### config.mk
export PLATFORM = sky130hd
export DESIGN_NAME = tctk_ram
export DESIGN_NICKNAME = d
export VERILOG_FILES = /design/src/hdl/tctk_ram.sv
export SDC_FILE = /design/constraint.sdc
export NUM_CORES = 1
export LEC_CHECK = 0
export ABC_AREA = 1
export BUFFER_PORTS_ARGS = -buffer_cell sky130_fd_sc_hd__buf_4
export CORE_ASPECT_RATIO = 0.75
export CORE_MARGIN = 3
export CORE_UTILIZATION = 45
export DETAILED_ROUTE_END_ITERATION = 10
export SLEW_MARGIN = 0
export SYNTH_ARGS = -nofsm -noshare
export SYNTH_HDL_FRONTEND = slang
export SYNTH_SLANG_ARGS = --single-unit
### constraint.sdc
create_clock -name clk -period 1.7 [get_ports clk]
set_input_delay 0.51 -clock clk [delete_from_list [all_inputs] [get_ports clk]]
set_output_delay 0.51 -clock clk [all_outputs]
set_load 0.005 [all_outputs]
### src/hdl/tctk_ram.sv
// generic simple dual port ram (one write port, one read port) with registered read
module tctk_ram #(
  parameter int unsigned WIDTH = 8,
  parameter int unsigned DEPTH = 16
) (
  input  logic                     clk,
  input  logic                     we,
  input  logic [$clog2(DEPTH)-1:0] waddr,
  input  logic [WIDTH-1:0]         wdata,
  input  logic [$clog2(DEPTH)-1:0] raddr,
  output logic [WIDTH-1:0]         rdata
);

  logic [WIDTH-1:0] mem [DEPTH];

  // write port and registered read port
  always_ff @(posedge clk) begin
    if (we) begin
      mem[waddr] <= wdata;
    end
    rdata <= mem[raddr];
  end

endmodule

* Yosys cells after proc, flatten, opt, wreduce, memory -nomap -nowiden
Memory sizes are Yosys's and may differ from the RTL's. A register that Yosys moved wholly into a read port is not among the register bits.
Index checks and enable logic that the tools add are counted.
** Storage, ports and cells
- Word-level logic and storage cells :: 3
- Register bits :: 0
- RAM bits :: 128
- Memories :: 1
** Cells by class
- Muxes and demuxes :: 2
** Memories
- mem :: words 16, bits a word 8, rd ports 1, clocked after Yosys merged registers in 1, wr ports 1, RTL line 14 : logic [WIDTH-1:0] mem [DEPTH];
** Operators by type and width (number)
- 2-to-1 mux 1 bit :: 2

* Logic depth before layout (Yosys ltp)
Gate-level depths: netlist of run 1.
- Depth after elaboration :: 2
- Depth in mapped cells :: 8
- Gate-level depth less buffers :: 7

* Worst setup path before layout of run 1
Ideal clock, no wire load.
- Kind :: in2reg
- Start point :: input waddr[2]
- End point :: memory mem[10][0] (enable)
- Data arrival time :: 1.091 ns
- Stages on the path :: 2
- Path buffers :: 0
- Slack :: 0.239 ns
- Path through :: nand3b_1 -> nor2_1
** RTL lines
- start: declaration :: RTL line 8 : input logic [$clog2(DEPTH)-1:0] waddr,
- end: declaration :: RTL line 14
No word-level cell before the write port.

* Worst setup path after layout of run 1
- Start point :: register rdata[7] (read register of mem)
- End point :: output rdata[7]
** RTL lines
- start: declaration :: RTL line 11 : output logic [WIDTH-1:0] rdata
No word-level cell between the ends.

==> impl_metrics.tcl, run 1 <==
set metrics [dict create \
    status "completed" \
    grt_pass1_wl_um 21090 \
    cts_tree "yes" \
    slew_headroom_pct 73.85 \
    worstHoldPathCells 3 \
    htree_levels 4 \
    synthCells 551 \
    grt_max_degree 35 \
    crit_arrival_ps 910 \
    nNetsFinal 615 \
    postCtsSetupRepairBufs 0 \
    synth.yosys.seq_area_share_pct 69.43 \
    num_vias 3860 \
    finalCriticalPeriod_ps 1416 \
    core-area_um2 12390 \
    synthMuxAreaShare_pct 0 \
    yosys.area_share.simple_pct 21.05 \
    worst_slew_pin_slew_ps 392.3 \
    critical_path_cell_count 1 \
    end_kind "output port" \
    path_max_fanout 1 \
    rows 35 \
    drc 0 \
    areaGrowthSynthToFinish_pct 17.99 \
    setup_viol 0 \
    io_buffers 25 \
    grt_setup_unrepaired "false" \
    cts_sinks 136 \
    powerDensity_nw_per_um2 1142 \
    die_area_um2 14220 \
    leakagePower_nw 2.962 \
    initial_core_util_pct 46.53 \
    drt-initial-drc-count 475 \
    insertion_delay_ps 420 \
    drive_above_1_share_pct 13.61 \
    ant_nets 0 \
    antenna_found_initial 0 \
    synth_area_um2 5767 \
    grt_overflow 0 \
    min_period_over_period_pct 83.29 \
    cp_slowest_cell "dfxtp_1" \
    power.total_mw 7.768 \
    grt_pass1_vias 3685 \
    clockBufferDepth 2 \
    cts_buffers 17 \
    critPathLaunchType "flop" \
    finalMaxSlewViolations 0 \
    ctsResizeCount 0 \
    ios 26 \
    ir_drop_mv 0.6911 \
    firstDrtPassIters 5 \
    synth-seq-cells 136 \
    drv_cap 0 \
    hpwl_um 8500 \
    hp-class "primary input to flop" \
    clkTransAtPathRegs_ps 50 \
    critPathMaxStageDelay_ps 370 \
    worst_slack_ps 284.1 \
    cp_num_buf_inv 1 \
    pre_cts_ws_ps 72.08 \
    die_h_um 104.0 \
    fmax_mhz 706.3 \
    critical_path.top_delay_family "flip-flops" \
    ys_types 12 \
    viasPerCell 4.974 \
    num_antenna_cells 0 \
    final_hold_viol_count 0 \
    reg2reg_depth 6 \
    skew_ps 10.34 \
    drt-total-wl_um 13520 \
    critical_path_required_ps 1190 \
    synth_xor_area_share_pct 0 \
    synth_top_family_by_area "simple AND/OR/NAND/NOR gates" \
    avgSynthCellArea_um2 10.47 \
    tns_ps 0 \
    gp_congestion 0.8913 \
    routedWlPerCell_um 17.42 \
    n_fill_cell 1081 \
    groute.usage.overall_pct 20.25 \
    yosys_warnings 0 \
    holdBufCountCts 0 \
    synthAdderAreaFrac_pct 0 \
    syn_nets 569 \
    cts-root-buf "clkbuf_16" \
    die_x_um 136.7 \
    path_cells "buf_4" \
    hold_ws_ps 435.2 \
    post-route-util_pct 54.90 \
    synth_compound_area_share_pct 0 \
    path_class "flop to output port" \
]
cell families after synthesis:
family | count (synthesis)
simple gates | 289
flops | 136
buf+inv | 126
layout make-up:
class | count | area, um^2 | share of cell area [%]
Clock buffer | 18 | 429.2 | 6.307
Clock inverter | 14 | 133.9 | 1.968
Inverter | 102 | 382.9 | 5.627
Multi-Input combinational cell | 289 | 1214 | 17.84
Sequential cell | 136 | 4004 | 58.85
Tap cell | 166 | 207.7 | 3.053
Timing Repair Buffer | 51 | 432.9 | 6.363
Yosys cell counts, drive strengths merged:
cell type    n  area share (%)
nand3       97             8.4
edfxtp     128              67
dfxtp        8             2.8
buf         24             2.9
inv        102             6.6
nand2      173              11
nor2        17             1.1
nand3b       2            0.26
where the power goes:
group / total (mW) / internal (mW) / leakage, nW / switching (mW)
Combinational: 0.496 / 0.173 / 1.47 / 0.323
Sequential: 3.78 / 3.75 / 1.22 / 0.0282
Clock: 3.50 / 2.14 / 0.273 / 1.36
metrics by stage:
stage | instance area [um^2] | std cells
after floorplan | 5767 | 551
final | 6804 | 776
after CTS | 6804 | 776
after global routing | 6804 | 776
after detailed placement | 6241 | 744
after global placement | 6241 | 744
path summary, 6_finish.rpt:
check	startpoint	end	slack (ps)
worst min register to register	mem[2][7]	rdata[7]	680
worst min-delay path	raddr[3]	rdata[3]	440
worst max-delay path	rdata[7]	rdata[7]	280
worst max register to register	mem[11][1]	rdata[1]	650
flip-flops by register name, indices dropped and copies added (netlist names):
register / flops
mem: 128
rdata: 8
routing by layer:
layer / GRT usage [%] / wire length (um) / vias up
met3: 5.464 / 979 / 16
met5: 0 / 0 / -
li1: - / - / 1865
met4: 6.115 / 213 / 0
met1: 31.49 / 6549 / 1826
met2: 27.57 / 5777 / 153
worst min-delay path: stages:
cell and delay [ps]:
buf_4 150, nand3_1 90, nand2_1 60
cells in the final DEF, fill, tap and decap left out:
cell type | synthesis | final
clkinvlp_4 | 0 | 3
inv_2 | 2 | 2
bufinv_16 | 0 | 2
nand3_1 | 97 | 97
nand3b_1 | 2 | 2
clkinv_4 | 0 | 2
nand2_1 | 173 | 173
nor2_1 | 17 | 17
clkinv_1 | 0 | 1
clkbuf_16 | 0 | 17
dfxtp_1 | 8 | 8
buf_12 | 0 | 4
clkinv_2 | 0 | 6
buf_4 | 4 | 47
edfxtp_1 | 128 | 128
clkbuf_1 | 0 | 1
inv_1 | 100 | 100
(Power assumes the default switching activity.)
==> run 2, diff against run 1 <==
--- a/config.mk
+++ b/config.mk
@@ -5,7 +5,7 @@
 export SDC_FILE = /design/constraint.sdc
 export NUM_CORES = 1
 export LEC_CHECK = 0
-export ABC_AREA = 1
+export ABC_AREA = 0
 export BUFFER_PORTS_ARGS = -buffer_cell sky130_fd_sc_hd__buf_4
 export CORE_ASPECT_RATIO = 0.75
 export CORE_MARGIN = 3
==> constraint.sdc (replaced) <==
create_clock -name clk -period 1.43 [get_ports clk]
set_input_delay 0.429 -clock clk [delete_from_list [all_inputs] [get_ports clk]]
set_output_delay 0.429 -clock clk [all_outputs]
set_load 0.005 [all_outputs]
==> run 2 against run 1 <==
Sequential share of layout area increased by 3.7 points. Final cell count down 42%. Combinational power grew 3%. Critical path type unchanged. Hold slack worse by 110 ps. Clock power is 19% higher. Largest power group unchanged. Global-route usage fell by 2.8 points. Synthesized cell count is 58% lower. Critical path depth unchanged. Count of clock-buffer cells in the layout shrank 1. Final area fell by 6.0%. Sequential power grew 19%. Largest cell class unchanged. First-iteration DRC count decreased by 64%.
==> impl_metrics.tcl, run 2 <==
set metrics [dict create \
    multiInputGateArea_um2 1070 \
    clockBufferDepth 2 \
    hpwl_um 6535 \
    viasPerCell 5.494 \
    core-area_um2 11020 \
    final_hold_viol_count 0 \
    post-route-util_pct 58.04 \
    ys_top_cells_by_area "edfxtp_1, mux4_2, mux4_1, dfxtp_1, a22oi_1" \
    fmax_mhz 737.7 \
    avgSynthCellArea_um2 22.48 \
    async_flop_share_pct 0 \
    grt_setup_unrepaired "false" \
    die_area_um2 12770 \
    synthCells 229 \
    cts-root-buf "clkbuf_16" \
    leakagePower_nw 2.164 \
    areaGrowthSynthToFinish_pct 24.31 \
    ant_nets 0 \
    r2r_start "mem[3][2]" \
    path_class "flop to output port" \
    end_kind "output port" \
    ios 26 \
    groute.usage.overall_pct 17.47 \
    drc 0 \
    largest-register "mem" \
    grt_pass1_wl_um 15660 \
    worst-r2r-setup-slack_ps 130 \
    grt_max_degree 17 \
    largest_reg_flops 128 \
    die_x_um 129.5 \
    n_fill_cell 812 \
    min_period_over_period_pct 94.79 \
    synth.most_common_cell "edfxtp_1" \
    synth_top_area_cell "edfxtp_1" \
    nNetsFinal 314 \
    critPathLaunchType "flop" \
    grt_pass1_vias 2614 \
    critical_path.top_delay_family "flip-flops" \
    ys_types 19 \
    drive_above_1_share_pct 42.07 \
    synth.top_cell.area_share_pct 74.67 \
    worstHoldStart "wdata[5]" \
    cp_slowest_cell "dfxtp_1" \
    yosys_warnings 0 \
    status "completed" \
    cts_tree "yes" \
    crit_arrival_ps 930 \
    cts_sinks 136 \
    cts_buffers 17 \
    num_vias 2467 \
    synth.yosys.seq_area_share_pct 77.78 \
    skew_ps 8.769 \
    postCtsSetupRepairBufs 0 \
    synth-seq-cells 136 \
    final_cell_mix "edfxtp_1, buf_4, mux4_2" \
    synth_area_um2 5147 \
    drv_cap 0 \
    io_buffers 25 \
    htree_levels 4 \
    die_h_um 98.63 \
    hold_ws_ps 321.2 \
    regArea_um2 4004 \
    powerDensity_nw_per_um2 1433 \
    synth_edf_count 128 \
    worst_slew_pin_slew_ps 860.6 \
    holdBufCountCts 0 \
    hp-class "primary input to flop" \
    antenna_found_initial 0 \
    largest_registers "mem: 128 flops, rdata: 8 flops" \
    yosys_most_used_dff "edfxtp_1" \
    critPathMaxStageDelay_ps 380 \
    initial_core_util_pct 46.69 \
    path_max_fanout 1 \
    firstDrtPassIters 4 \
    grt_overflow 0 \
    routedWlPerCell_um 22.39 \
    drt-total-wl_um 10050 \
    num_antenna_cells 0 \
    slew_headroom_pct 42.51 \
    finalMaxSlewViolations 0 \
    finalCriticalPeriod_ps 1355 \
    setup_viol 0 \
    rows 33 \
    syn_nets 247 \
    startpoint "rdata[6]" \
    ir_drop_mv 0.9566 \
    cp_num_buf_inv 1 \
    clkTransAtPathRegs_ps 60 \
    insertion_delay_ps 410 \
    gp_congestion 0.6982 \
    critical_path_required_ps 1000 \
    power.total_mw 9.166 \
    final_common_cell "edfxtp_1" \
    path_cells "buf_4" \
    synth_common_cells "edfxtp_1, mux4_2, a22oi_1" \
    drt-initial-drc-count 172 \
]
## run 2: cell types whose count changed in the layout (fill, tap and decap cells not counted), moves of 7 or more
cell and change:
nand2_1 -164, inv_1 -100, nand3_1 -96, mux4_2 +31, a22oi_1 +14, buf_12 +7, nor2_1 -7
## run 2: report_power, final
group	switching [mW]	internal (mW)
registers	0.0315	4.46
logic	0.249	0.260
clock network	1.60	2.57
total	1.88	7.28
## run 2: cell families after synthesis
family / Yosys count / synth area share (%)
buffers and inverters: 10 / 1.677
flip-flops: 136 / 77.78
multiplexers: 32 / 15.02
AND/OR/NAND/NOR: 35 / 3.184
AO/OA/AOI/OAI: 16 / 2.334
## run 2: cell type report
class	instances	area share, %
Clock buffer	17	6.648
Clock inverter	15	2.366
Multi-Input combinational cell	83	16.72
Sequential cell	136	62.57
Tap cell	140	2.738
Timing Repair Buffer	58	8.956
## run 2: layer usage
layer | global-route usage (%) | part of all wire (%) | vias to the layer above
li1 | - | - | 1098
met1 | 26.26 | 47 | 1288
met2 | 24.48 | 46 | 72
met3 | 5.417 | 6.7 | 9
met4 | 5.990 | 0.76 | 0
met5 | 0 | 0 | -
## run 2: metrics by stage
step                      setup TNS (ps)  worst slack [ps]  cell area, um^2  cells
after global routing                   0             36.24             6399    449
after CTS                              0             22.53             6389    449
after global placement            -17550            -385.2             5812    417
after floorplan                    -1525            -132.1             5184    229
after detailed placement          -18990            -397.5             5812    417
final                                  0             74.50             6399    449
## run 2: worst paths after layout
check / cells after the start / endpoint
worst max-delay path: 1 / rdata[6]
worst min-delay path: 1 / mem[15][5]
worst max register to register: 3 / rdata[2]
worst min register to register: 3 / rdata[1]
## run 2: what timing repair did
action,CTS,global route
endpoints found under the setup margin,0,2
hold endpoints to repair,0,0
gates resized for setup,0,2
==> run 3, diff against run 2 <==
--- a/config.mk
+++ b/config.mk
@@ -11,6 +11,7 @@
 export CORE_MARGIN = 3
 export CORE_UTILIZATION = 45
 export DETAILED_ROUTE_END_ITERATION = 10
+export REMOVE_ABC_BUFFERS = 1
 export SLEW_MARGIN = 0
 export SYNTH_ARGS = -nofsm -noshare
 export SYNTH_HDL_FRONTEND = slang
==> run 3 against run 2 <==
Non-clock buffer count shrank 5. Hold slack better by 12 ps. Wire length is 1.2% higher. Final cell count shrank 1.1%. Highest routed layer unchanged. Combinational power decreased by 9.4%. Largest power group unchanged. Sequential power is essentially flat. Sequential share of layout area up 1.5 points. Count of clock-buffer cells in the layout increased by 3. Core utilization decreased by 1.3 points. Clock power about the same. Clock skew up 1.8 ps.
==> impl_metrics.tcl, run 3 (synthesis gave the netlist of run 2 again) <==
set metrics [dict create \
    slew_headroom_pct 47.62 \
    fmax_mhz 743.8 \
    powerDensity_nw_per_um2 1462 \
    p_int_mw 7.387 \
    worst_slack_ps 85.60 \
    drv_cap 0 \
    pre_cts_ws_ps -363.5 \
    seqPwrFrac_pct 49.1 \
    post-route-util_pct 56.72 \
    worst_slew_pin_slew_ps 782.8 \
    wl_met2_um 4476 \
    largest-register "mem" \
    ir_drop_mv 0.9915 \
    grt_setup_unrepaired "false" \
    grt_overflow 0 \
    path_cells "buf_4" \
    holdBufCountCts 0 \
    critical_path_required_ps 1000 \
    grt_max_degree 17 \
    num_vias 2486 \
    antenna_found_initial 0 \
    io_buffers 25 \
    leakagePower_nw 2.154 \
    drt-initial-drc-count 235 \
    drive_above_1_share_pct 31.91 \
    routedWlPerCell_um 22.91 \
    nNetsFinal 309 \
    path_max_fanout 1 \
    cts_sinks 136 \
    power.total_mw 9.141 \
    cp_slowest_cell "dfxtp_1" \
    critPathLaunchType "flop" \
    critPathMaxStageDelay_ps 370 \
    critical_path.top_delay_family "flip-flops" \
    gp_congestion 0.7154 \
    firstDrtPassIters 4 \
    finalMaxSlewViolations 0 \
    skew_ps 10.56 \
    wl_met1_um 4844 \
    drc 0 \
    clkTransAtPathRegs_ps 60 \
    groute.usage.overall_pct 17.54 \
    htree_levels 4 \
    hpwl_um 6766 \
    cts_buffers 17 \
    cp_num_buf_inv 1 \
    drt-total-wl_um 10170 \
    min_period_over_period_pct 94.01 \
    finalCriticalPeriod_ps 1344 \
    end_kind "output port" \
    tns_ps 0 \
    final_common_cell "edfxtp_1" \
    ctsResizeCount 0 \
    status "completed" \
    setup_viol 0 \
    core-area_um2 11020 \
    netSwitchingFraction_pct 19.18 \
    grt_pass1_wl_um 15770 \
    rows 33 \
    grt_pass1_vias 2620 \
    routed.top_layer "met4" \
    ant_nets 0 \
    postCtsSetupRepairBufs 0 \
    cts_tree "yes" \
    die_h_um 98.63 \
    initial_core_util_pct 46.69 \
    viasPerCell 5.599 \
    combPwrFrac_pct 5.0 \
    areaGrowthSynthToFinish_pct 21.49 \
    power_switching_mw 1.754 \
    p_clk_share_pct 45.8 \
    path_class "flop to output port" \
    insertion_delay_ps 410 \
    cts-root-buf "clkbuf_16" \
    die_area_um2 12770 \
    largest_registers "mem: 128 flops, rdata: 8 flops" \
    largest_reg_flops 128 \
    hp-class "primary input to flop" \
    final_cell_mix "edfxtp_1, buf_4, mux4_2" \
    clockBufferDepth 2 \
    die_x_um 129.5 \
    num_antenna_cells 0 \
    crit_arrival_ps 920 \
    ios 26 \
    wl_met3_um 759 \
    final_hold_viol_count 0 \
]
==> run 3: cell count changes in the layout (fill, tap and decap cells not counted), sizes merged <==
cell / delta
clkbuf: +3
bufinv: +1
inv: -3
buf: -5
clkinvlp: -1
==> run 3: path summary, 6_finish.rpt <==
kind,from,endpoint,slack [ps],cells after the start
worst min-delay path,wdata[3],mem[8][3],330,1
worst min register to register,mem[4][1],rdata[1],670,3
worst max-delay path,rdata[5],rdata[5],90,1
worst max register to register,mem[9][3],rdata[3],120,3
==> run 3: power groups by stage <==
stage	Clock [mW]	Sequential, mW	Combinational [mW]
after floorplan	0	4.56	0.179
after global placement	0	4.57	0.464
after detailed placement	0	4.57	0.473
after CTS	4.25	4.49	0.474
after global routing	4.44	4.49	0.505
final	4.19	4.49	0.461
==> run 3: stage by stage <==
step / hold slack, ps / area [um^2] / instances
2_1_floorplan: 527.9 / 5061 / 219
3_3_place_gp: 652.1 / 5684 / 412
3_5_place_dp: 661.8 / 5684 / 412
4_1_cts: 327.7 / 6254 / 444
5_1_grt: 329.6 / 6254 / 444
6_report: 333.4 / 6254 / 444
==> run 3: cell type report <==
class | instances | area [um^2]
repair buffers | 53 | 447.9
clock inverters | 12 | 132.6
clock buffers | 20 | 436.7
fillers | 824 | 4771
well taps | 140 | 175.2
multi-input cells | 83 | 1057
flip-flops and latches | 136 | 4004
==> run 3: per-layer routing <==
layer / up-vias / track usage, %
li1: 1100 / -
met1: 1289 / 27.43
met2: 86 / 23.45
met3: 11 / 5.309
met4: 0 / 6.230
met5: - / 0
